**src/rtl/core/assert_macros.svh**
```systemverilog
// ----------------------------------------------------------------------------
// assert_macros.svh
// shared concurrent assertion macros for the capture merge core
// ----------------------------------------------------------------------------
`ifndef ASSERT_MACROS_SVH
`define ASSERT_MACROS_SVH

// property that must hold at every clock edge outside reset
`define CSDM_ASSERT(lbl, clk_s, rstn_s, prop, msg) \
  lbl: assert property (@(posedge clk_s) disable iff (!rstn_s) (prop)) else $error(msg);

// condition in this cycle implies consequence in the next
`define CSDM_ASSERT_NEXT(lbl, clk_s, rstn_s, ante, cons, msg) \
  lbl: assert property (@(posedge clk_s) disable iff (!rstn_s) (ante) |=> (cons)) \
    else $error(msg);

`endif

```
**src/rtl/core/csdm_pkg.sv**
```systemverilog
// ----------------------------------------------------------------------------
// csdm_pkg
// shared types, constants and helpers of the capture merge core
// ----------------------------------------------------------------------------
`timescale 1ns / 1ps

package csdm_pkg;

  localparam int unsigned DATA_W        = 32;
  localparam int unsigned ROW_BITS_DEF  = 32;
  localparam int unsigned QUEUE_DEPTH_DEF = 4;
  localparam logic [1:0]  PASS_ROWS     = 2'd2;

  // one queued result: delta is sat_add(delta_a, delta_b)
  typedef struct packed {
    logic [DATA_W-1:0] bits;
    logic [DATA_W-1:0] delta_a;
    logic [DATA_W-1:0] delta_b;
    logic              last;
  } rec_t;

  typedef enum logic [1:0] {
    ROW_PASS = 2'd0,
    ROW_DUP  = 2'd1,
    ROW_NEW  = 2'd2
  } row_kind_t;

  function automatic logic [DATA_W-1:0] sat_add(input logic [DATA_W-1:0] a,
                                               input logic [DATA_W-1:0] b);
    logic [DATA_W:0] s;
    s = {1'b0, a} + {1'b0, b};
    return s[DATA_W] ? {DATA_W{1'b1}} : s[DATA_W-1:0];
  endfunction

endpackage

```
**src/rtl/core/csdm_front.sv**
```systemverilog
// ----------------------------------------------------------------------------
// csdm_front
// row classifier: compares against the previous row, keeps the carry
// ----------------------------------------------------------------------------
`timescale 1ns / 1ps
`include "assert_macros.svh"

module csdm_front #(
  parameter int unsigned ROW_BITS = csdm_pkg::ROW_BITS_DEF
) (
  input  logic                         clk,
  input  logic                         rst_n,
  input  logic                         in_tvalid,
  output logic                         in_tready,
  input  logic [csdm_pkg::DATA_W-1:0]  sample_bits,
  input  logic [csdm_pkg::DATA_W-1:0]  time_delta,
  input  logic                         end_of_capture,
  input  logic                         q_full,
  output logic                         q_push,
  output csdm_pkg::rec_t               q_rec
);

  localparam int unsigned CMP_BITS = (ROW_BITS < csdm_pkg::DATA_W) ? ROW_BITS
                                                                 : csdm_pkg::DATA_W;
  localparam logic [csdm_pkg::DATA_W-1:0] ROW_MASK =
    (CMP_BITS >= csdm_pkg::DATA_W) ? {csdm_pkg::DATA_W{1'b1}}
                                   : csdm_pkg::DATA_W'((64'd1 << CMP_BITS) - 64'd1);

  logic [CMP_BITS-1:0]         prev_row_r;
  logic [1:0]                  rows_seen_r, rows_seen_nxt;
  logic [csdm_pkg::DATA_W-1:0] carry_r, carry_nxt;
  logic [csdm_pkg::DATA_W-1:0] masked;
  csdm_pkg::row_kind_t         kind;
  logic                        accept;

  assign in_tready = !q_full;
  assign accept    = in_tvalid && in_tready;
  assign masked    = sample_bits & ROW_MASK;

  always_comb begin
    if (rows_seen_r < csdm_pkg::PASS_ROWS) begin
      kind = csdm_pkg::ROW_PASS;
    end else if (masked[CMP_BITS-1:0] == prev_row_r) begin
      kind = csdm_pkg::ROW_DUP;
    end else begin
      kind = csdm_pkg::ROW_NEW;
    end
  end

  always_comb begin
    rows_seen_nxt = rows_seen_r;
    carry_nxt     = carry_r;
    q_push        = 1'b0;
    q_rec.bits    = masked;
    q_rec.last    = end_of_capture;
    q_rec.delta_a = carry_r;
    q_rec.delta_b = time_delta;
    unique case (kind)
      csdm_pkg::ROW_PASS: begin
        q_push        = accept;
        q_rec.delta_a = time_delta;
        q_rec.delta_b = '0;
        rows_seen_nxt = rows_seen_r + 2'd1;
      end
      csdm_pkg::ROW_DUP: begin
        q_push    = accept && end_of_capture;
        carry_nxt = csdm_pkg::sat_add(carry_r, time_delta);
      end
      csdm_pkg::ROW_NEW: begin
        q_push    = accept;
        carry_nxt = '0;
      end
      default: begin
        q_push = 1'b0;
      end
    endcase
    if (end_of_capture) begin
      rows_seen_nxt = '0;
      carry_nxt     = '0;
    end
  end

  always_ff @(posedge clk) begin
    if (!rst_n) begin
      rows_seen_r <= '0;
      carry_r     <= '0;
      prev_row_r  <= '0;
    end else if (accept) begin
      rows_seen_r <= rows_seen_nxt;
      carry_r     <= carry_nxt;
      prev_row_r  <= masked[CMP_BITS-1:0];
    end
  end

  `CSDM_ASSERT(a_rows_bound, clk, rst_n, rows_seen_r <= csdm_pkg::PASS_ROWS,
               "rows_seen beyond pass count")
  `CSDM_ASSERT(a_carry_idle, clk, rst_n,
               (rows_seen_r == csdm_pkg::PASS_ROWS) || (carry_r == '0),
               "carry nonzero during pass rows")

endmodule

```
**src/rtl/core/csdm_queue.sv**
```systemverilog
// ----------------------------------------------------------------------------
// csdm_queue
// small register fifo between classifier and output stage
// ----------------------------------------------------------------------------
`timescale 1ns / 1ps
`include "assert_macros.svh"

module csdm_queue #(
  parameter int unsigned DEPTH = csdm_pkg::QUEUE_DEPTH_DEF
) (
  input  logic           clk,
  input  logic           rst_n,
  input  logic           push,
  input  csdm_pkg::rec_t push_rec,
  output logic           full,
  input  logic           pop,
  output logic           valid,
  output csdm_pkg::rec_t pop_rec
);

  localparam int unsigned PTR_W = (DEPTH > 1) ? $clog2(DEPTH) : 1;
  localparam int unsigned CNT_W = $clog2(DEPTH + 1);
  localparam logic [PTR_W-1:0] LAST_PTR = PTR_W'(DEPTH - 1);
  localparam logic [CNT_W-1:0] FULL_CNT = CNT_W'(DEPTH);

  csdm_pkg::rec_t   entries_r [DEPTH];
  logic [PTR_W-1:0] wr_ptr_r, rd_ptr_r;
  logic [CNT_W-1:0] count_r;
  logic             do_push, do_pop;

  assign full    = (count_r == FULL_CNT);
  assign valid   = (count_r != '0);
  assign do_push = push && !full;
  assign do_pop  = pop && valid;
  assign pop_rec = entries_r[rd_ptr_r];

  always_ff @(posedge clk) begin
    if (!rst_n) begin
      wr_ptr_r <= '0;
      rd_ptr_r <= '0;
      count_r  <= '0;
    end else begin
      if (do_push) begin
        wr_ptr_r <= (wr_ptr_r == LAST_PTR) ? '0 : wr_ptr_r + PTR_W'(1);
      end
      if (do_pop) begin
        rd_ptr_r <= (rd_ptr_r == LAST_PTR) ? '0 : rd_ptr_r + PTR_W'(1);
      end
      if (do_push && !do_pop) begin
        count_r <= count_r + CNT_W'(1);
      end else if (do_pop && !do_push) begin
        count_r <= count_r - CNT_W'(1);
      end
    end
  end

  always_ff @(posedge clk) begin
    if (do_push) begin
      entries_r[wr_ptr_r] <= push_rec;
    end
  end

  `CSDM_ASSERT_NEXT(a_cnt_up, clk, rst_n, do_push && !do_pop,
                    count_r == $past(count_r) + CNT_W'(1), "fifo count did not grow")

endmodule

```
**src/rtl/core/csdm_back.sv**
```systemverilog
// ----------------------------------------------------------------------------
// csdm_back
// output stage: forms the merged delta and holds the result for the sink
// ----------------------------------------------------------------------------
`timescale 1ns / 1ps

module csdm_back (
  input  logic                        clk,
  input  logic                        rst_n,
  input  logic                        q_valid,
  input  csdm_pkg::rec_t              q_rec,
  output logic                        q_pop,
  output logic                        out_tvalid,
  input  logic                        out_tready,
  output logic [csdm_pkg::DATA_W-1:0] kept_bits,
  output logic [csdm_pkg::DATA_W-1:0] kept_delta,
  output logic                        final_flag
);

  logic                        valid_r;
  logic [csdm_pkg::DATA_W-1:0] bits_r, delta_r;
  logic                        last_r;

  assign q_pop      = q_valid && (!valid_r || out_tready);
  assign out_tvalid = valid_r;
  assign kept_bits  = bits_r;
  assign kept_delta = delta_r;
  assign final_flag = last_r;

  always_ff @(posedge clk) begin
    if (!rst_n) begin
      valid_r <= 1'b0;
    end else if (q_pop) begin
      valid_r <= 1'b1;
    end else if (out_tready) begin
      valid_r <= 1'b0;
    end
  end

  always_ff @(posedge clk) begin
    if (q_pop) begin
      bits_r  <= q_rec.bits;
      delta_r <= csdm_pkg::sat_add(q_rec.delta_a, q_rec.delta_b);
      last_r  <= q_rec.last;
    end
  end

endmodule

```
**src/rtl/core/capture_sample_duplicate_merge_core.sv**
```systemverilog
// ----------------------------------------------------------------------------
// capture_sample_duplicate_merge_core
// run-length merge of repeated timestamped capture rows
// ----------------------------------------------------------------------------
// Takes one capture row per cycle. The first two rows of a capture pass
// through; a later row equal to the previous one is dropped and its delta
// joins a saturating carry, which the next differing row (or the final
// row) carries out. A row is classified and the carry updated in the
// cycle it is accepted, so one row per cycle is sustained as long as the
// sink takes results; a kept row is written into the fifo and then into
// the output register. A small fifo of QUEUE_DEPTH entries decouples
// input from output, so input keeps flowing for that many results while
// the output stalls.
`timescale 1ns / 1ps

module capture_sample_duplicate_merge_core #(
  parameter int unsigned ROW_BITS    = csdm_pkg::ROW_BITS_DEF,
  parameter int unsigned QUEUE_DEPTH = csdm_pkg::QUEUE_DEPTH_DEF
) (
  input  logic        clk,
  input  logic        rst_n,
  input  logic        in_tvalid,
  output logic        in_tready,
  input  logic [63:0] in_tdata,   // sample_bits[31:0], time_delta[63:32]
  input  logic        in_tlast,   // end_of_capture
  output logic        out_tvalid,
  input  logic        out_tready,
  output logic [63:0] out_tdata,  // kept_bits[31:0], kept_delta[63:32]
  output logic        out_tlast   // final_flag
);

  logic           q_push, q_full, q_pop, q_valid;
  csdm_pkg::rec_t push_rec, pop_rec;
  logic [csdm_pkg::DATA_W-1:0] kept_bits, kept_delta;

  csdm_front #(.ROW_BITS(ROW_BITS)) u_front (
    .clk           (clk),
    .rst_n         (rst_n),
    .in_tvalid     (in_tvalid),
    .in_tready     (in_tready),
    .sample_bits   (in_tdata[31:0]),
    .time_delta    (in_tdata[63:32]),
    .end_of_capture(in_tlast),
    .q_full        (q_full),
    .q_push        (q_push),
    .q_rec         (push_rec)
  );

  csdm_queue #(.DEPTH(QUEUE_DEPTH)) u_queue (
    .clk     (clk),
    .rst_n   (rst_n),
    .push    (q_push),
    .push_rec(push_rec),
    .full    (q_full),
    .pop     (q_pop),
    .valid   (q_valid),
    .pop_rec (pop_rec)
  );

  csdm_back u_back (
    .clk       (clk),
    .rst_n     (rst_n),
    .q_valid   (q_valid),
    .q_rec     (pop_rec),
    .q_pop     (q_pop),
    .out_tvalid(out_tvalid),
    .out_tready(out_tready),
    .kept_bits (kept_bits),
    .kept_delta(kept_delta),
    .final_flag(out_tlast)
  );

  assign out_tdata = {kept_delta, kept_bits};

endmodule

```
**config.mk**
```make
export PLATFORM = sky130hd
export DESIGN_NAME = capture_sample_duplicate_merge_core
export DESIGN_NICKNAME = d
export VERILOG_FILES = /design/src/rtl/core/csdm_pkg.sv /design/src/rtl/core/csdm_front.sv /design/src/rtl/core/csdm_queue.sv /design/src/rtl/core/csdm_back.sv /design/src/rtl/core/capture_sample_duplicate_merge_core.sv
export VERILOG_INCLUDE_DIRS = /design/src /design/src/rtl/core
export SDC_FILE = /design/constraint.sdc
export NUM_CORES = 1
export LEC_CHECK = 0
export BUFFER_PORTS_ARGS = -buffer_cell sky130_fd_sc_hd__buf_4
export CAP_MARGIN = 20
export CORE_ASPECT_RATIO = 0.7
export CORE_MARGIN = 2
export CORE_UTILIZATION = 60
export CTS_BUF_LIST = sky130_fd_sc_hd__clkbuf_2
export CTS_CLUSTER_SIZE = 40
export DETAILED_ROUTE_END_ITERATION = 10
export GPL_TIMING_DRIVEN = 0
export PLACE_DENSITY = 0.79
export SLEW_MARGIN = 30
export SYNTH_ARGS = -nofsm -noshare
export SYNTH_HDL_FRONTEND = slang
export SYNTH_SLANG_ARGS = --single-unit
```
**constraint.sdc**
```tcl
create_clock -name clk -period 10.95 [get_ports clk]
set_clock_uncertainty 0.15 [all_clocks]
set_input_delay 0 -clock clk [delete_from_list [all_inputs] [get_ports clk]]
set_output_delay 0 -clock clk [all_outputs]
set_load 0.1 [all_outputs]
```
==> impl_metrics.sql, run 1 <==
INSERT INTO impl_metrics (metric_group, metric, value, unit) VALUES
('route', 'drtIter0Drc', '1702', ''),
('clock_tree', 'worst_setup_hold_path_clk_slew', '0.12', 'ns'),
('route', 'detail_route.first_pass.iterations', '8', ''),
('synthesis', 'synthDominantAreaCellType', 'edfxtp_1', ''),
('min_path', 'hold_depth', '7', ''),
('route', 'drt_wl_total', '58.0', 'mm'),
('sta', 'timing.slew.headroom', '0.286', ''),
('synthesis', 'yosys-top-cells-area', 'edfxtp_1 58%, mux4_2 9.4%, dfxtp_1 6.5%', ''),
('clock_tree', 'clock_insertion_delay_worst_skew', '1.09', 'ns'),
('power_and_ir_drop', 'total_switching_power', '3.41', 'mW'),
('sta', 'min_period_over_period', '0.574', ''),
('route', 'post_dr_wirelength_cell', '22.5', 'um'),
('power_and_ir_drop', 'max-vdd-ir-drop', '196', 'uV'),
('synthesis', 'postSynthCellCount', '1541', ''),
('route', 'ant_nets', '0', ''),
('synthesis', 'synth.top_cell.area_share', '0.583', ''),
('synthesis', 'synthSimpleGateAreaFrac', '0.0743', ''),
('synthesis', 'synth_edf_count', '453', ''),
('die', 'coreArea', '38400', 'sq um'),
('final_layout', 'syn_to_final_growth', '19.2', '%'),
('clock_tree', 'cts_max_path_buffers', '3', ''),
('run', 'cap_viol_max_count', '0', ''),
('setup_path', 'critical_path_arrival', '7.03', 'ns'),
('sta', 'fmax', '159', 'MHz'),
('final_layout', 'layout_common_cells', '453 x edfxtp_1, 191 x clkbuf_2, 175 x nand2_1', ''),
('grt', 'globalRoute.totalOverflow', '0', ''),
('sta', 'timing.setup.tns', '0', 'ns'),
('final_layout', 'final_nets', '2089', ''),
('synthesis', 'post_synth_fa_ha_maj_area_fraction', '0.0401', ''),
('min_path', 'hold_path.class', 'in -> reg', ''),
('power_and_ir_drop', 'power.share.switching', '0.440', ''),
('setup_path', 'cp-start-kind', 'flip-flop', ''),
('outcome', 'outcome', 'finished, final reports clean', ''),
('final_layout', 'final_common_cell', 'edfxtp_1', ''),
('power_and_ir_drop', 'p_int', '4.34', 'mW'),
('final_layout', 'share_of_cells_above_drive_strength_1', '0.251', ''),
('power_and_ir_drop', 'seq_power_share', '0.350', ''),
('synthesis', 'syn-num-nets', '1683', ''),
('grt', 'initial_antenna_violation_count', '4', ''),
('setup_path', 'cp_max_fo', '10', ''),
('power_and_ir_drop', 'comb_power_share', '0.492', ''),
('placed_design', 'port-buffer-count', '135', ''),
('sta', 'unrepaired_setup_endpoints_after_global_routing', 'no', ''),
('synthesis', 'yosys_most_used_dff', 'edfxtp_1', ''),
('setup_path', 'critical_path.endpoint_type', 'flip-flop', ''),
('clock_tree', 'cts_buffers', '116', ''),
('die', 'die_h', '169', 'um'),
('synthesis', 'synth_seq_area_share', '0.648', ''),
('synthesis', 'muxShareOfSynthArea', '0.111', ''),
('synthesis', 'mappedNetlistArea', '23300', 'sq um'),
('power_and_ir_drop', 'leakagePower', '10.1', 'nW'),
('synthesis', 'synth.yosys.warnings', '0', ''),
('clock_tree', 'clock-sinks', '529', ''),
('power_and_ir_drop', 'power.density_cell_area', '279', 'nW/um^2'),
('placed_design', 'post-dp-hpwl', '36.8', 'mm'),
('synthesis', 'xor_xnor_cell_area_share_of_the_yosys_netlist', '0.0300', ''),
('clock_tree', 'ctsHtreeMaxLevel', '3', ''),
('synthesis', 'synth_cell_types', '74', ''),
('sta', 'timing_worst_slew_pin_value', '1.06', 'ns'),
('grt', 'grt_start_max_net_pins', '41', ''),
('clock_tree', 'tritoncts', 'done', ''),
('setup_path', 'regToRegEndpoint', 'u_back.kept_delta[7]$_SDFFCE_PP1P_', ''),
('sta', 'final_max_slew_viol_count', '0', ''),
('synthesis', 'synthArstFlopShare', '0', ''),
('route', 'vias', '15400', ''),
('route', 'route.detailed.drc', '0', ''),
('die', 'die_area', '40500', 'sq um'),
('grt', 'first_pass_grt_wire_length', '87.8', 'mm'),
('grt', 'grt_pass1_vias', '15800', ''),
('route', 'post_drt_via_cell_ratio', '5.99', ''),
('die', 'effective_utilization_at_floorplan', '0.608', '');
-- cells by family after synthesis --
| kind of cell | Yosys count |
|---|---|
| buf+inv | 90 |
| simple gates | 353 |
| xor+xnor | 80 |
| mux | 133 |
| flops | 529 |
| fa+ha+maj | 73 |
| compound gates | 283 |
-- registers in the layout (all words and copies together), names as in the netlist, 3 cells and up, named ones only --
name                cells
u_back.kept_bits       32
u_back.kept_delta      32
u_front.carry_r        32
u_front.prev_row_r     32
u_queue.count_r         3
u_queue.entries_r     388
-- Yosys cell counts (11+ instances only) --
| cell | instances |
|---|---|
| and2_1 | 44 |
| nand2_1 | 175 |
| inv_1 | 26 |
| nand4_1 | 15 |
| mux4_2 | 97 |
| dfxtp_1 | 76 |
| mux2_2 | 32 |
| edfxtp_1 | 453 |
| nor3_1 | 14 |
| o21bai_1 | 11 |
| clkbuf_1 | 43 |
| a21oi_1 | 60 |
| a211oi_1 | 13 |
| nand3_1 | 15 |
| buf_1 | 15 |
| a21o_1 | 25 |
| nor2_1 | 27 |
| ha_1 | 70 |
| o21ai_0 | 62 |
| xnor2_1 | 56 |
| xor2_1 | 24 |
| a21boi_0 | 46 |
-- what timing repair did --
item,CTS,global route
endpoints found under the hold margin,628,0
gates resized for setup,0,0
hold buffers,141,0
-- worst max-delay path by stage --
stage	start	to	cells past startpoint
finish	flip-flop	u_back.kept_delta[7]$_SDFFCE_PP1P_	15
global route	flip-flop	u_back.kept_delta[7]$_SDFFCE_PP1P_	15
CTS	flip-flop	u_back.kept_delta[7]$_SDFFCE_PP1P_	15
detailed placement	flip-flop	u_back.kept_delta[7]$_SDFFCE_PP1P_	15
global placement	u_queue.count_r[0]$_SDFFE_PN0P_	u_queue.count_r[2]$_SDFFE_PN0P_	9
floorplan	u_back.out_tvalid$_SDFFE_PN0P_	u_queue.count_r[2]$_SDFFE_PN0P_	8
-- power groups by stage --
stage	combinational (mW)	clock, mW	sequential [mW]
final	3.81	1.23	2.71
after global routing	4.03	1.35	2.73
after CTS	3.76	1.24	2.71
after detailed placement	3.70	0	2.75
after global placement	3.54	0	2.79
after floorplan	1.85	0	3.68
-- worst max-delay path, stage by stage (launching register included) --
cell      delay, ns
dfxtp_1        0.32
clkbuf_1       0.50
buf_2          0.49
buf_1          0.70
mux4_2         0.63
ha_1           0.29
buf_2          0.22
nor2_1         0.10
nor4_2         0.65
or4b_4         0.64
nand3b_4       0.16
nand3_4        0.11
o21ai_4        0.23
a41oi_4        0.26
clkbuf_1       0.40
nand2_1        0.22
-- metal layers --
metal / part of all wire / up-vias / GRT usage
met2: 0.46 / 842 / 0.446
met3: 0.099 / 159 / 0.0766
li1: - / 6848 / -
met1: 0.41 / 7561 / 0.403
met4: 0.031 / 4 / 0.110
met5: 0.00050 / - / 0
-- through the flow --
step | util | power (mW) | cell area (sq um) | worst slack, ns | cells
CTS | 0.724 | 7.70 | 27800 | 4.70 | 2572
detailed placement | 0.660 | 6.45 | 25300 | 4.77 | 2215
global placement | 0.652 | 6.33 | 25000 | 2.70 | 2203
floorplan | - | 5.53 | 23300 | 5.20 | 1541
finish | 0.725 | 7.75 | 27800 | 4.67 | 2573
global route | 0.725 | 8.10 | 27800 | 4.45 | 2573
-- area by class of cell --
type / instances / area [sq um] / area share
Sequential cell: 529 / 15100 / 0.544
Multi-Input combinational cell: 922 / 7860 / 0.283
Timing Repair Buffer: 288 / 2720 / 0.0978
Clock buffer: 184 / 921 / 0.0331
Tap cell: 527 / 659 / 0.0237
Buffer: 64 / 272 / 0.00977
Clock inverter: 32 / 146 / 0.00527
Inverter: 26 / 97.6 / 0.00351
Antenna cell: 1 / 2.50 / 0.0000900
Power figures use the tool's default switching activity.
==> inputs of run 2 (changes only) <==
CORE_UTILIZATION = 57   (was 60)
PLACE_DENSITY = 0.78   (was 0.79)
clock period = 5.2 ns   (was 10.95 ns; I/O delays follow)
==> run 2 against run 1 <==
  * Via count decreased by 0.47%
  * First-iteration DRC count increased by 1.0%
  * Sequential cell count unchanged
  * Clock power increased by 120%
  * Sequential power increased by 110%
  * Routed wire length decreased by 0.38%
  * Highest routed layer unchanged
  * Count of clock-buffer cells in the layout decreased by 10
  * Maximum frequency increased by 25%
  * Core utilization decreased by 2.9 points
  * Design area increased by 0.11%
  * Cell count increased by 0.31%
  * Critical path depth decreased by 1
==> impl_metrics.sql, run 2 (synthesized netlist as in run 1, its figures left out) <==
INSERT INTO impl_metrics (metric_group, metric, value, unit) VALUES
('outcome', 'outcome', 'finished, final reports clean', ''),
('clock_tree', 'cts_setup_buffers', '0', ''),
('sta', 'fmax', '199', 'MHz'),
('power_and_ir_drop', 'power.density_cell_area', '588', 'nW/um^2'),
('placed_design', 'post-dp-hpwl', '36.5', 'mm'),
('placed_design', 'place_worst_setup_slack', '-1.00', 'ns'),
('die', 'pin_count', '136', ''),
('clock_tree', 'tritoncts', 'done', ''),
('sta', 'timing.hold.ws', '0.121', 'ns'),
('clock_tree', 'cts_max_path_buffers', '3', ''),
('grt', 'grt_pass1_vias', '15500', ''),
('placed_design', 'port-buffer-count', '135', ''),
('setup_path', 'timing.critical_path.required', '5.95', 'ns'),
('final_layout', 'share_of_cells_above_drive_strength_1', '0.255', ''),
('final_layout', 'registers.top_by_ff_count', 'u_queue.entries_r', ''),
('sta', 'timing_worst_slew_pin_value', '0.923', 'ns'),
('final_layout', 'final_common_cell', 'edfxtp_1', ''),
('die', 'die_area', '42600', 'sq um'),
('grt', 'grt_start_max_net_pins', '38', ''),
('die', 'coreArea', '40000', 'sq um'),
('die', 'placement_rows', '61', ''),
('route', 'ant_nets', '0', ''),
('placed_design', 'postPlaceCellArea', '25300', 'sq um'),
('min_path', 'hold_path.class', 'in -> reg', ''),
('sta', 'min_period_over_period', '0.964', ''),
('sta', 'unrepaired_setup_endpoints_after_global_routing', 'no', ''),
('die', 'effective_utilization_at_floorplan', '0.583', ''),
('sta', 'final_max_slew_viol_count', '0', ''),
('sta', 'final.setup.worst_slack', '0.186', 'ns'),
('die', 'die_w', '246', 'um'),
('setup_path', 'cp-start-kind', 'flip-flop', ''),
('grt', 'globalRouteTotalUtil', '0.275', ''),
('clock_tree', 'clock_insertion_delay_worst_skew', '1.16', 'ns'),
('route', 'drtIter0Drc', '1719', ''),
('clock_tree', 'worst_setup_hold_path_clk_slew', '0.11', 'ns'),
('clock_tree', 'clock-sinks', '529', ''),
('sta', 'timing.slew.headroom', '0.380', ''),
('clock_tree', 'cts_buffers', '119', ''),
('clock_tree', 'root_buffer_cell', 'clkbuf_2', ''),
('sta', 'final-setup-viol-count', '0', ''),
('final_layout', 'final_core_util', '0.696', ''),
('clock_tree', 'ctsHtreeMaxLevel', '3', ''),
('setup_path', 'critical_path_arrival', '5.77', 'ns'),
('final_layout', 'syn_to_final_growth', '19.3', '%'),
('route', 'drt_wl_total', '57.8', 'mm'),
('setup_path', 'cp_max_fo', '10', ''),
('placed_design', 'gpl.final_weighted_congestion', '0.954', ''),
('power_and_ir_drop', 'max-vdd-ir-drop', '585', 'uV'),
('final_layout', 'finished_cell_area', '27800', 'sq um'),
('sta', 'final-hold-violation-count', '0', ''),
('setup_path', 'worstSetupPathType', 'reg -> reg', ''),
('setup_path', 'critical_path.endpoint_type', 'flip-flop', ''),
('final_layout', 'layout_common_cells', '453 x edfxtp_1, 184 x clkbuf_2, 175 x nand2_1', ''),
('grt', 'globalRoute.totalOverflow', '0', ''),
('final_layout', 'max_ffs_per_register', '388', ''),
('route', 'post_dr_wirelength_cell', '22.4', 'um'),
('route', 'detail_route.first_pass.iterations', '8', ''),
('route', 'post_drt_via_cell_ratio', '5.94', ''),
('final_layout', 'final_nets', '2089', ''),
('sta', 'min_period', '5.01', 'ns'),
('power_and_ir_drop', 'leakagePower', '10.1', 'nW'),
('route', 'route.detailed.drc', '0', ''),
('run', 'cap_viol_max_count', '0', ''),
('grt', 'initial_antenna_violation_count', '3', ''),
('grt', 'first_pass_grt_wire_length', '88.1', 'mm'),
('die', 'die_h', '173', 'um'),
('route', 'vias', '15300', '');
-- run 2: cell count changes in the layout (fill, tap and decap cells not counted), sizes merged, moves of 2 or more --
cell	delta
clkinv	+10
buf	-2
bufinv	+2
clkbuf	-10
diode	+2
-- run 2: final timing paths --
kind         slack [ns]                                  to                             from  depth (start not counted)
min reg2reg        0.31     u_front.carry_r[8]$_SDFFE_PN0P_  u_front.carry_r[8]$_SDFFE_PN0P_                          2
max reg2reg        0.19  u_back.kept_delta[6]$_SDFFCE_PP1P_                        flip-flop                         14
min                0.12    u_front.carry_r[31]$_SDFFE_PN0P_                     in_tdata[60]                          7
max                0.19  u_back.kept_delta[6]$_SDFFCE_PP1P_                        flip-flop                         14
-- run 2: area by class of cell --
type	instances	area [sq um]
Sequential cell	529	15100
Multi-Input combinational cell	922	7880
Clock buffer	174	871
Timing Repair Buffer	287	2660
Buffer	62	285
Clock inverter	43	233
Fill cell	2690	12200
Antenna cell	3	7.51
Tap cell	535	669
Inverter	26	97.6
-- run 2: worst max-delay path, cell delays in order, from the launching register on --
cell	delay (ns)
dfxtp_2	0.53
buf_4	0.32
clkbuf_4	0.33
mux4_2	0.56
ha_1	0.29
buf_2	0.21
nor2_1	0.12
nor4_4	0.49
or4b_4	0.62
nand3b_4	0.15
nand3_4	0.11
o21ai_4	0.23
a41oi_4	0.25
clkbuf_4	0.30
nand2_1	0.14
-- run 2: metal layers --
metal	global-route usage	part of all wire
met1	0.387	0.41
met2	0.413	0.46
met3	0.0762	0.099
met4	0.102	0.028
met5	0	0.00023
-- run 2: repair_timing --
action / in CTS / in global routing
hold buffers: 140 / 0
setup endpoints to repair: 32 / 29
resized for setup: 16 / 13
endpoints found under the hold margin: 665 / 0
cloned: 0 / 0
-- run 2: through the flow --
step | TNS (ns) | instances | power (mW)
floorplan | 0 | 1541 | 11.6
global placement | -389.24 | 2211 | 13.3
detailed placement | -23.16 | 2223 | 13.5
CTS | 0 | 2578 | 16.3
global route | 0 | 2581 | 17.2
finish | 0 | 2581 | 16.4
-- run 2: power breakdown --
part / total (mW) / internal, mW / switching [mW]
clock: 2.65 / 1.00 / 1.64
sequential: 5.75 / 5.51 / 0.237
combinational: 7.98 / 2.68 / 5.31
total: 16.4 / 9.19 / 7.19
